### src/design/tdhc_pkg.sv
// ============================================================================
// Tape head controller package
// Operation codes, register indexes, cell layout constants and the command
// and status groups that pass between the controller and the datapath.
// ============================================================================
package tdhc_pkg;

    // Operation codes of an input item.
    localparam logic [2:0] OP_TICK        = 3'd0;
    localparam logic [2:0] OP_DATA_WRITE  = 3'd1;
    localparam logic [2:0] OP_DATA_READ   = 3'd2;
    localparam logic [2:0] OP_STATUS_READ = 3'd3;
    localparam logic [2:0] OP_LOAD_CELL   = 3'd4;

    // Configuration register indexes.
    localparam int unsigned CFG_IDX_W = 4;
    localparam logic [CFG_IDX_W-1:0] REG_TAPE_LENGTH    = 4'd0;
    localparam logic [CFG_IDX_W-1:0] REG_WRITE_PROTECT  = 4'd1;
    localparam logic [CFG_IDX_W-1:0] REG_DRIVE_ENABLED  = 4'd2;
    localparam logic [CFG_IDX_W-1:0] REG_STATUS_NO_WAIT = 4'd3;
    localparam int unsigned CFG_DATA_W = 18;
    localparam logic [CFG_DATA_W-1:0] TAPE_LENGTH_RESET = 18'h20000;

    // Source of the currently held wait.
    localparam logic [1:0] WS_DATA_READ   = 2'd0;
    localparam logic [1:0] WS_STATUS_READ = 2'd1;
    localparam logic [1:0] WS_DATA_WRITE  = 2'd2;

    // Tape cell layout: data byte, data flag, bad flag.
    localparam int unsigned CELL_W       = 10;
    localparam int unsigned DATA_FLAG_B  = 8;
    localparam int unsigned BAD_FLAG_B   = 9;
    localparam logic [8:0]  WRITE_SCRAMBLE = 9'h0EA;
    localparam logic [7:0]  READ_SCRAMBLE  = 8'hCD;

    // Sync detector: oldest bytes first are six zero bytes, then two 0xFF.
    localparam int unsigned SYNC_WINDOW = 8;
    localparam logic [7:0]  SYNC_MARK   = 8'hFF;
    localparam logic [7:0]  HIST_RESET  = 8'hFF;

    // Status byte bits.
    localparam int unsigned ST_GAP_B    = 2;
    localparam int unsigned ST_NOSYNC_B = 1;
    localparam int unsigned ST_NOT_WP_B = 0;

    // Controller to datapath commands.
    typedef struct packed {
        logic accept;   // an input item is taken this cycle
        logic finish;   // write-back state of a tick: cell data is back
    } tdhc_cmd_t;

    // Datapath to controller status.
    typedef struct packed {
        logic is_tick;  // the offered item is a tick
    } tdhc_stat_t;

endpackage

### src/design/tdhc_ctrl.sv
// ============================================================================
// Tape head controller sequencer
// Accepts items, steps a tick through its read and write cycles and holds
// the result valid flag.
// ============================================================================
module tdhc_ctrl (
    input  logic                aclk,
    input  logic                aresetn,
    input  logic                s_valid,
    output logic                s_ready,
    output logic                m_valid,
    input  logic                m_ready,
    input  tdhc_pkg::tdhc_stat_t stat,
    output tdhc_pkg::tdhc_cmd_t  cmd
);

    typedef enum logic [1:0] {
        ST_IDLE = 2'b01,
        ST_RMW  = 2'b10
    } state_t;

    state_t state_reg, state_next;
    logic   m_valid_reg, m_valid_next;
    logic   accept;
    logic   load_out;

    // An item is taken when idle and the result register is free or draining.
    assign s_ready  = (state_reg == ST_IDLE) && (!m_valid_reg || m_ready);
    assign accept   = s_valid && s_ready;
    assign load_out = (accept && !stat.is_tick) || (state_reg == ST_RMW);

    assign cmd.accept = accept;
    assign cmd.finish = (state_reg == ST_RMW);
    assign m_valid    = m_valid_reg;

    // Next state: a tick goes through ST_RMW for the cell write.
    always_comb begin
        state_next = state_reg;
        case (state_reg)
            ST_IDLE: begin
                if (accept && stat.is_tick) begin
                    state_next = ST_RMW;
                end
            end
            ST_RMW: begin
                state_next = ST_IDLE;
            end
            default: begin
                state_next = ST_IDLE;
            end
        endcase
    end

    // Result valid flag.
    always_comb begin
        m_valid_next = m_valid_reg;
        if (load_out) begin
            m_valid_next = 1'b1;
        end else if (m_ready) begin
            m_valid_next = 1'b0;
        end
    end

    always_ff @(posedge aclk) begin
        if (!aresetn) begin
            state_reg   <= ST_IDLE;
            m_valid_reg <= 1'b0;
        end else begin
            state_reg   <= state_next;
            m_valid_reg <= m_valid_next;
        end
    end

endmodule

### config.mk
export PLATFORM = sky130hd
export DESIGN_NAME = tdhc_ctrl
export DESIGN_NICKNAME = d
export VERILOG_FILES = /design/src/design/tdhc_pkg.sv /design/src/design/tdhc_ctrl.sv
export SDC_FILE = /design/constraint.sdc
export NUM_CORES = 1
export LEC_CHECK = 0
export ABC_AREA = 1
export BUFFER_PORTS_ARGS = -buffer_cell sky130_fd_sc_hd__buf_2
export CAP_MARGIN = 20
export CORE_AREA = 2 2 39 41
export CTS_CLUSTER_DIAMETER = 120
export DETAILED_ROUTE_END_ITERATION = 8
export DIE_AREA = 0 0 41 43
export GPL_TIMING_DRIVEN = 0
export SYNTH_ARGS = -nofsm -noshare
export SYNTH_HDL_FRONTEND = slang
export SYNTH_SLANG_ARGS = --single-unit
### constraint.sdc
create_clock -name aclk -period 1.4 [get_ports aclk]
set_input_delay 0.28 -clock aclk [delete_from_list [all_inputs] [get_ports aclk]]
set_output_delay 0.28 -clock aclk [all_outputs]
set_load 0.005 [all_outputs]
* After elaboration in Yosys (flattened, before gate mapping)
Cells that the tools add are included.
** Word-level totals
- Flip-flop bits (word level) :: 3
- Logic and storage cells :: 16
** Operators by class
- Mux-type cells :: 2
- Equality and inequality tests :: 2
- Reduce and logical (&&, ||, !) cells :: 10
** Operator list (number)
- logical AND 1 bit :: 4
- == test 2 x 1 -> 1 bit (second input constant) :: 1
- == test 2 bit (second input constant) :: 1
- zero test 1 bit :: 2
- logical OR 1 bit :: 2
- two-way mux 1 bit :: 2
- AND reduction 2 bit :: 1
- nonzero test 2 bit :: 1

* Logic depth before layout (Yosys ltp)
Gate-level depths: netlist (run 1).
- Word-level depth :: 7
- Depth in mapped cells :: 5

* Worst setup path after synthesis (run 1)
Ideal clock, no wire load.
- Kind :: flip-flop to output port
- Start point :: reg state_reg[0]
- End point :: out cmd[1] in the netlist's numbering
- Data arrival time :: 0.707 ns
- Required time :: 1.120 ns
- Setup slack :: 0.413 ns
- Cell stages (with the launch flop) :: 6
- Cell sequence :: dfxtp_1 > inv_2 > nor2_4 > nand3_2 > inv_1 > buf_4
** On the way
- Cells in the longest elaborated chain, start to end :: 3
** RTL lines
- from (decl) :: RTL line tdhc_ctrl.sv:22 : state_t state_reg, state_next;
- from (signal assigned) :: RTL line tdhc_ctrl.sv:69 : state_reg <= state_next;
- == test 2 x 1 -> 1 bit :: RTL line tdhc_ctrl.sv:28 : assign s_ready = (state_reg == ST_IDLE) && (!m_valid_reg || m_ready);
- logical AND 1 bit :: RTL line tdhc_ctrl.sv:28
- logical AND 1 bit :: RTL line tdhc_ctrl.sv:29 : assign accept = s_valid && s_ready;
- to (decl) :: RTL line tdhc_ctrl.sv:14 : output tdhc_pkg::tdhc_cmd_t cmd
Every way passes these cells.

* Final worst setup path (run 1)
- Start point :: reg state_reg[1]
- End point :: out s_ready
** On the way
- Cells in the longest elaborated chain, start to end :: 2
** RTL lines
- == test 2 x 1 -> 1 bit :: RTL line tdhc_ctrl.sv:28
- logical AND 1 bit :: RTL line tdhc_ctrl.sv:28
- to (decl) :: RTL line tdhc_ctrl.sv:10 : output logic s_ready,
Every way passes these cells.

==> results of run 1 <==
## per-stage QoR
step	setup slack, ns	util	hold slack [ns]	power, W	area, µm²
finish	0.137	0.184	0.338	0.000288	255
global route	0.0490	0.184	0.319	0.000320	255
CTS	0.0339	0.184	0.332	0.000298	255
detailed placement	0.246	0.165	0.577	0.000137	229
global placement	0.247	0.165	0.573	0.000137	229
floorplan	0.413	-	0.449	0.000122	169
## logic make-up after synthesis
family,Yosys count,synth area share
flip-flops,3,0.356
buffers and inverters,9,0.222
AO/OA/AOI/OAI,2,0.0592
AND/OR/NAND/NOR,7,0.363
## routing by layer
metal / global-route usage / vias to the layer above / wire [µm]
met3: 0.0471 / 2 / 16
met5: 0 / - / 0
met4: 0.160 / 0 / 27
met2: 0.0656 / 5 / 183
li1: - / 82 / -
met1: 0.0290 / 65 / 97
## tightest hold or removal path, delay by kind of cell
kind / cells / cell delay [ns]
simple gates: 2 / 0.13
buf+inv: 1 / 0.11
## report_power, final
part	internal, W	switching, W
clock	0.000107	0.0000454
combinational	0.0000217	0.0000196
sequential	0.0000906	0.00000342
## synth_stat cells
master / number
dfxtp_1: 3
inv_1: 6
nand2_2: 1
nor2_4: 1
o21ai_0: 1
buf_4: 1
nand3_2: 1
nor3_4: 1
and3_2: 1
nand4_1: 1
inv_2: 2
a21oi_1: 1
nor2_1: 1
## area by class of cell
| class | count | area, µm² |
|---|---|---|
| Fill cell | 163 | 1130 |
| Multi-Input combinational cell | 9 | 71.3 |
| Sequential cell | 3 | 61.3 |
| Timing Repair Buffer | 8 | 46.3 |
| Inverter | 8 | 30.0 |
| Clock buffer | 4 | 26.3 |
| Tap cell | 16 | 20.0 |
## worst paths after layout
path	cells past startpoint	end
worst max-delay path	3	s_ready
worst min-delay path	3	state_reg[1]
worst max register to register	4	m_valid
worst min register to register	3	state_reg[1]
## what timing repair did
item / CTS / global route
endpoints found under the setup margin: 0 / 1
buffers inserted: 0 / 0
gates resized for setup: 0 / 2
==> results.json, run 1 <==
{
  "detail_route.wl_per_cell_um": 6.77,
  "peakVddDrop_mv": 0.150,
  "criticalPathCategory": "flop to primary output",
  "cts.htree.levels": 1,
  "final-setup-viol-count": 0,
  "fin_crit_sh": 0.902,
  "initialDrtViolationCount": 0,
  "floorplan.rows": 14,
  "r2r_setup_slack_ns": 0.53,
  "synth.area.top_cells": "dfxtp_1 36%, inv_1 13%, nor3_4 9.6%",
  "num_io_pins": 9,
  "global_route.overflow_total": 0,
  "synth_top_cell_area_share": 0.356,
  "timing.slew.headroom": 0.888,
  "synth.ff_latch_count": 3,
  "num-nets-final": 38,
  "synth_cell_types": 13,
  "cts.sink_count": 3,
  "yosys_warnings": 0,
  "place_inst": 45,
  "required_ns": 1.12,
  "drv_slew": 0,
  "worst-endpoint-arrival_ns": 0.98,
  "timing.rr.start": "state_reg[1]",
  "synth_top_cell_by_area": "dfxtp_1",
  "drv.max_cap_violation_count": 0,
  "finalHoldViolCount": 0,
  "root_buffer": "clkbuf_4",
  "antennaDiodeCount": 0,
  "floorplan.die_area_um2": 1760,
  "mappedNetlistArea_um2": 169,
  "synth-seq-area-share": 0.356,
  "dieWidth_um": 41,
  "number_of_flip_flops_in_the_largest_register": 2,
  "critPathTopFamily": "flip-flops",
  "synthesis.instances": 21,
  "finalClockSkew_ns": 0.00238,
  "first_global_vias": 150,
  "post_cts_hold_buffer_count": 0,
  "io_buffer_count": 8,
  "unrepaired_setup_endpoints_after_global_routing": "false",
  "layout.cells.most_common": "buf_2",
  "global_route_wire_length_before_repair_um": 517,
  "critical_path_end_type": "primary output",
  "totalNegativeSetupSlack_ns": 0,
  "powerDensity_nw_per_um2": 1130,
  "syn_avg_cell_area_um2": 8.04,
  "grt_antenna_before_repair": 0,
  "fmax_achieved_mhz": 792,
  "cpPeakStageDelay_ns": 0.37,
  "vias": 154,
  "place.gp.congestion": 0.575,
  "tightest_slew_ns": 0.166,
  "syn_to_final_growth_pct": 51.1,
  "final_cell_mix": "7 x buf_2, 6 x inv_1, 3 x clkbuf_4",
  "worst_skew_pair.late_latency_ns": 0.23,
  "tritoncts.num_buffers": 3,
  "post_route_cells_drive_above_1_share": 0.594,
  "detail_route.wirelength_um": 325,
  "hold_path.class": "primary input to flop",
  "cpMaxStageDelayCell": "dfxtp_1",
  "cts_tree": "built",
  "run_status": "completed",
  "coreArea_um2": 1380,
  "cts.reportedPaths.clkPinSlew_ns": 0.04,
  "worstSetupStartpointType": "flop",
  "mappedNetlistNets": 26,
  "first_pass_iters": 1,
  "fp.dieH_um": 43,
  "antenna_left": 0,
  "maximum_number_of_pins_on_one_net_before_global_route_repair": 5,
  "viasPerCell": 3.21,
  "clk_path_buf_depth": 2,
  "starting_density_of_the_core": 0.122,
  "drc_errors": 0,
  "crit_buf_inv": 2,
  "global_route.usage.total": 0.0633,
  "final_cells": 48,
  "cp-startpoint": "state_reg[1]",
  "critical_path.max_fanout": 3,
  "worstHoldStart": "s_valid",
  "final_period_minus_worst_setup_slack_ns": 1.26,
  "power.static_leakage_nw": 0.132,
  "crit_path_cell_trace": "inv_1 > and3_2 > buf_2"
}
Note: power is estimated with default switching activity, not from simulation.
==> run 2: changes to the inputs <==
- PLACE_DENSITY: unset -> 0.41
==> results.json, run 2 (same netlist as run 1, synthesis figures left out) <==
{
  "layout.cells.most_common": "buf_2",
  "floorplan.die_area_um2": 1760,
  "worst_skew_pair.late_latency_ns": 0.24,
  "cts.htree.levels": 1,
  "floorplan.rows": 14,
  "post_route_cells_drive_above_1_share": 0.606,
  "critPathTopFamily": "flip-flops",
  "hold_slack_final_ns": 0.339,
  "worstSetupStartpointType": "flop",
  "viasPerCell": 3.31,
  "criticalPathCategory": "flop to primary output",
  "num-nets-final": 39,
  "num_io_pins": 9,
  "internal-power_w": 0.000219,
  "number_of_flip_flops_in_the_largest_register": 2,
  "required_ns": 1.12,
  "drv_slew": 0,
  "io_buffer_count": 8,
  "final_cell_mix": "8 x buf_2, 6 x inv_1, 3 x clkbuf_4",
  "place_inst": 45,
  "fp.dieH_um": 43,
  "netSwitchingPower_w": 0.0000696,
  "place.gp.congestion": 0.598,
  "antenna_left": 0,
  "first_pass_iters": 4,
  "detail_route.wl_per_cell_um": 6.29,
  "global_route_wire_length_before_repair_um": 469,
  "power.share.combinational": 0.143,
  "initialDrtViolationCount": 1,
  "starting_density_of_the_core": 0.122,
  "worst-endpoint-arrival_ns": 1.03,
  "run_status": "completed",
  "final_cells": 49,
  "tightest_slew_ns": 0.142,
  "grt_antenna_before_repair": 0,
  "critical_path_end_type": "primary output",
  "fmax_achieved_mhz": 761,
  "drv.max_cap_violation_count": 0,
  "cpPeakStageDelay_ns": 0.34,
  "drc_errors": 0,
  "clkPwrFrac": 0.532,
  "antennaDiodeCount": 0,
  "clk_path_buf_depth": 2,
  "root_buffer": "clkbuf_4",
  "tritoncts.num_buffers": 3,
  "worstSetupPathDepth": 6,
  "cts_tree": "built",
  "post_cts_hold_buffer_count": 0,
  "first_global_vias": 155,
  "crit_buf_inv": 4,
  "totalNegativeSetupSlack_ns": 0,
  "finalClockSkew_ns": 0.00234,
  "timing.slew.headroom": 0.904,
  "vias": 162,
  "post_cts.resized_instances": 0,
  "fin_crit_sh": 0.939,
  "postCtsSetupRepairBufs": 0,
  "powerDensity_nw_per_um2": 1130,
  "critical_path.max_fanout": 4,
  "cpMaxStageDelayCell": "dfxtp_2",
  "global_route.overflow_total": 0,
  "fillerInstances": 170,
  "whs_path_depth": 3,
  "power_frac_seq": 0.325,
  "dieWidth_um": 41,
  "place_hpwl_um": 256,
  "final_period_minus_worst_setup_slack_ns": 1.31,
  "detail_route.wirelength_um": 308,
  "syn_to_final_growth_pct": 51.9,
  "netSwitchingFraction": 0.241,
  "unrepaired_setup_endpoints_after_global_routing": "false",
  "power.static_leakage_nw": 0.135,
  "coreArea_um2": 1380,
  "hold_path.class": "primary input to flop",
  "global_route.usage.total": 0.0492,
  "crit_path_cell_trace": "inv_2 > nor2_4 > nand3_2 > inv_1 > buf_4 > buf_2",
  "final-setup-viol-count": 0,
  "cts.sink_count": 3,
  "cts.reportedPaths.clkPinSlew_ns": 0.04,
  "worst-r2r-cell-count": 4,
  "maximum_number_of_pins_on_one_net_before_global_route_repair": 5,
  "peakVddDrop_mv": 0.247,
  "finalHoldViolCount": 0
}
-- run 2: cell count changes in the layout (fill, tap and decap cells not counted), sizes merged --
cell / change
buf: +1
-- run 2: power groups by stage --
stage / clock, W / sequential, W / combinational (W)
2_1_floorplan: 0 / 0.0000951 / 0.0000268
3_3_place_gp: 0 / 0.0000951 / 0.0000423
3_5_place_dp: 0 / 0.0000951 / 0.0000426
4_1_cts: 0.000163 / 0.0000938 / 0.0000427
5_1_grt: 0.000166 / 0.0000944 / 0.0000461
6_report: 0.000154 / 0.0000940 / 0.0000413
-- run 2: cell type report --
type,count,area [µm²],share of cell area
buffer,1,7.51,0.0293
clock buffer,4,26.3,0.102
inverter,8,30.0,0.117
multi-input combinational,9,71.3,0.278
sequential,3,61.3,0.239
tap,16,20.0,0.0780
timing repair buffer,8,40.0,0.156
-- run 2: metal layers --
layer	vias to the layer above	wire [µm]	global-route usage
li1	86	-	-
met5	-	0	0
met2	6	168	0.0688
met1	68	90	0.0257
met3	2	33	0.0366
met4	0	14	0.0800
-- run 2: path summary, 6_finish.rpt --
check | startpoint | to | slack (ns)
worst max-delay path | state_reg[0] | cmd[1] | 0.09
worst min-delay path | s_valid | state_reg[1] | 0.34
worst max register to register | state_reg[1] | m_valid | 0.55
worst min register to register | state_reg[1] | state_reg[1] | 0.58
-- run 2: tightest hold or removal path: cells and delay by family --
family	cells	cell delay, ns
buffers and inverters	1	0.11
AND/OR/NAND/NOR	2	0.13
-- run 2: through the flow --
step | instance area [µm²] | setup slack, ns | utilization | total power (W)
after detailed placement | 229 | 0.236 | 0.165 | 0.000138
after floorplan | 169 | 0.413 | - | 0.000122
final | 256 | 0.0855 | 0.185 | 0.000289
after CTS | 255 | 0.0259 | 0.184 | 0.000299
after global placement | 229 | 0.243 | 0.165 | 0.000137
after global routing | 256 | 0.0160 | 0.185 | 0.000306
==> run 3: changes to the inputs <==
--- a/config.mk
+++ b/config.mk
@@ -16,2 +16,3 @@
 export PLACE_DENSITY = 0.41
+export SLEW_MARGIN = 0
 export SYNTH_ARGS = -nofsm -noshare
--- a/constraint.sdc
+++ b/constraint.sdc
@@ -3,2 +3,2 @@
 set_output_delay 0.28 -clock aclk [all_outputs]
-set_load 0.005 [all_outputs]
+set_load 0.02 [all_outputs]
==> results.json, run 3 (same netlist as run 1, synthesis figures left out) <==
{
  "fillerInstances": 168,
  "worstSetupStartpointType": "flop",
  "final_cells": 50,
  "place_hpwl_um": 256,
  "required_ns": 1.12,
  "first_global_vias": 155,
  "dieWidth_um": 41,
  "maximum_number_of_pins_on_one_net_before_global_route_repair": 5,
  "antennaDiodeCount": 0,
  "worst_skew_pair.late_latency_ns": 0.23,
  "num_io_pins": 9,
  "timing.slew.headroom": 0.904,
  "timing.critical_path.to": "cmd[1]",
  "floorplan.rows": 14,
  "detail_route.wirelength_um": 311,
  "number_of_flip_flops_in_the_largest_register": 2,
  "critical_path.max_fanout": 4,
  "syn_to_final_growth_pct": 57.8,
  "worst-r2r-cell-count": 6,
  "multiInputGateArea_um2": 71.3,
  "io_buffer_count": 8,
  "place_ws_ns": 0.203,
  "final_period_minus_worst_setup_slack_ns": 1.31,
  "global_route_wire_length_before_repair_um": 469,
  "cts_tree": "built",
  "tritoncts.num_buffers": 3,
  "final_cell_mix": "7 x buf_2, 6 x inv_1, 3 x buf_4, 3 x clkbuf_4",
  "worst-endpoint-arrival_ns": 1.03,
  "detail_route.wl_per_cell_um": 6.22,
  "global_route.usage.total": 0.0492,
  "post_cts_hold_buffer_count": 0,
  "coreArea_um2": 1380,
  "place_inst": 45,
  "fin_crit_sh": 0.935,
  "run_status": "completed",
  "finalClockSkew_ns": 0.00191,
  "power.static_leakage_nw": 0.140,
  "fmax_achieved_mhz": 764,
  "critical_path.reg2reg.endpoint": "state_reg[0]",
  "drv_slew": 0,
  "finalHoldViolCount": 0,
  "sequential_cell_area_um2": 61.3,
  "final-setup-viol-count": 0,
  "criticalPathCategory": "flop to primary output",
  "fp.dieH_um": 43,
  "cp-startpoint": "state_reg[0]",
  "initialDrtViolationCount": 1,
  "root_buffer": "clkbuf_4",
  "first_pass_iters": 2,
  "clk_path_buf_depth": 2,
  "hold_slack_final_ns": 0.339,
  "r2r_setup_slack_ns": 0.46,
  "layout.cells.most_common": "buf_2",
  "cts.sink_count": 3,
  "global_route.overflow_total": 0,
  "antenna_left": 0,
  "drv.max_cap_violation_count": 0,
  "tightest_slew_ns": 0.142,
  "cts.htree.levels": 1,
  "starting_density_of_the_core": 0.122,
  "peakVddDrop_mv": 0.248,
  "post_route_cells_drive_above_1_share": 0.618,
  "grt_antenna_before_repair": 0,
  "critical_path_end_type": "primary output",
  "totalNegativeSetupSlack_ns": 0,
  "drc_errors": 0,
  "viasPerCell": 3.20,
  "floorplan.die_area_um2": 1760,
  "powerDensity_nw_per_um2": 1140,
  "cts.reportedPaths.clkPinSlew_ns": 0.04,
  "num-nets-final": 40,
  "unrepaired_setup_endpoints_after_global_routing": "false",
  "timing.rr.start": "state_reg[0]",
  "layout_setup_ws_ns": 0.0911,
  "place.gp.congestion": 0.598,
  "vias": 160,
  "hold_path.class": "primary input to flop"
}
## run 3: cell types whose count changed in the layout (fill, tap and decap cells not counted)
cell / change
buf_2: -1
buf_4: +2
## run 3: per-layer routing
metal	GRT usage	wire [µm]	up-vias
met2	0.0688	167	6
li1	-	-	88
met1	0.0257	95	64
met3	0.0366	33	2
met5	0	0	-
met4	0.0800	14	0
## run 3: worst min path at each step
stage | cells after the start | slack, ns | to | from
global placement | 3 | 0.58 | state_reg[1] | state_reg[1]
detailed placement | 3 | 0.58 | state_reg[1] | state_reg[1]
global route | 3 | 0.36 | state_reg[1] | aresetn
floorplan | 2 | 0.45 | state_reg[1] | s_valid
CTS | 3 | 0.33 | state_reg[1] | s_valid
finish | 3 | 0.34 | state_reg[1] | stat
## run 3: final cells by class
cell class | count | share of cell area
inverter | 8 | 0.113
tap | 16 | 0.0751
buffer | 1 | 0.0282
clock buffer | 4 | 0.0986
sequential | 3 | 0.230
timing repair buffer | 9 | 0.188
multi-input combinational | 9 | 0.268
## run 3: repair_timing
item / in CTS / in global routing
buffers inserted: 0 / 1
endpoints found under the setup margin: 1 / 1
gates resized for setup: 1 / 1
endpoints found under the hold margin: 0 / 0
## run 3: worst max-delay path, cell delays in order, from the launching register on
cell,delay [ns]
dfxtp_2,0.34
inv_2,0.04
nor2_4,0.08
nand3_2,0.07
inv_1,0.06
buf_4,0.09
buf_4,0.12
## run 3: where the power goes
| group | internal, W | switching, W |
|---|---|---|
| combinational | 0.0000265 | 0.0000291 |
| sequential | 0.0000906 | 0.00000332 |
| clock | 0.000107 | 0.0000471 |
| total | 0.000224 | 0.0000795 |
## run 3: per-stage QoR
| stage | instance area (µm²) | power [W] | utilization |
|---|---|---|---|
| floorplan | 169 | 0.000131 | - |
| global placement | 229 | 0.000146 | 0.165 |
| detailed placement | 229 | 0.000147 | 0.165 |
| CTS | 256 | 0.000308 | 0.185 |
| global route | 267 | 0.000320 | 0.193 |
| finish | 267 | 0.000304 | 0.193 |
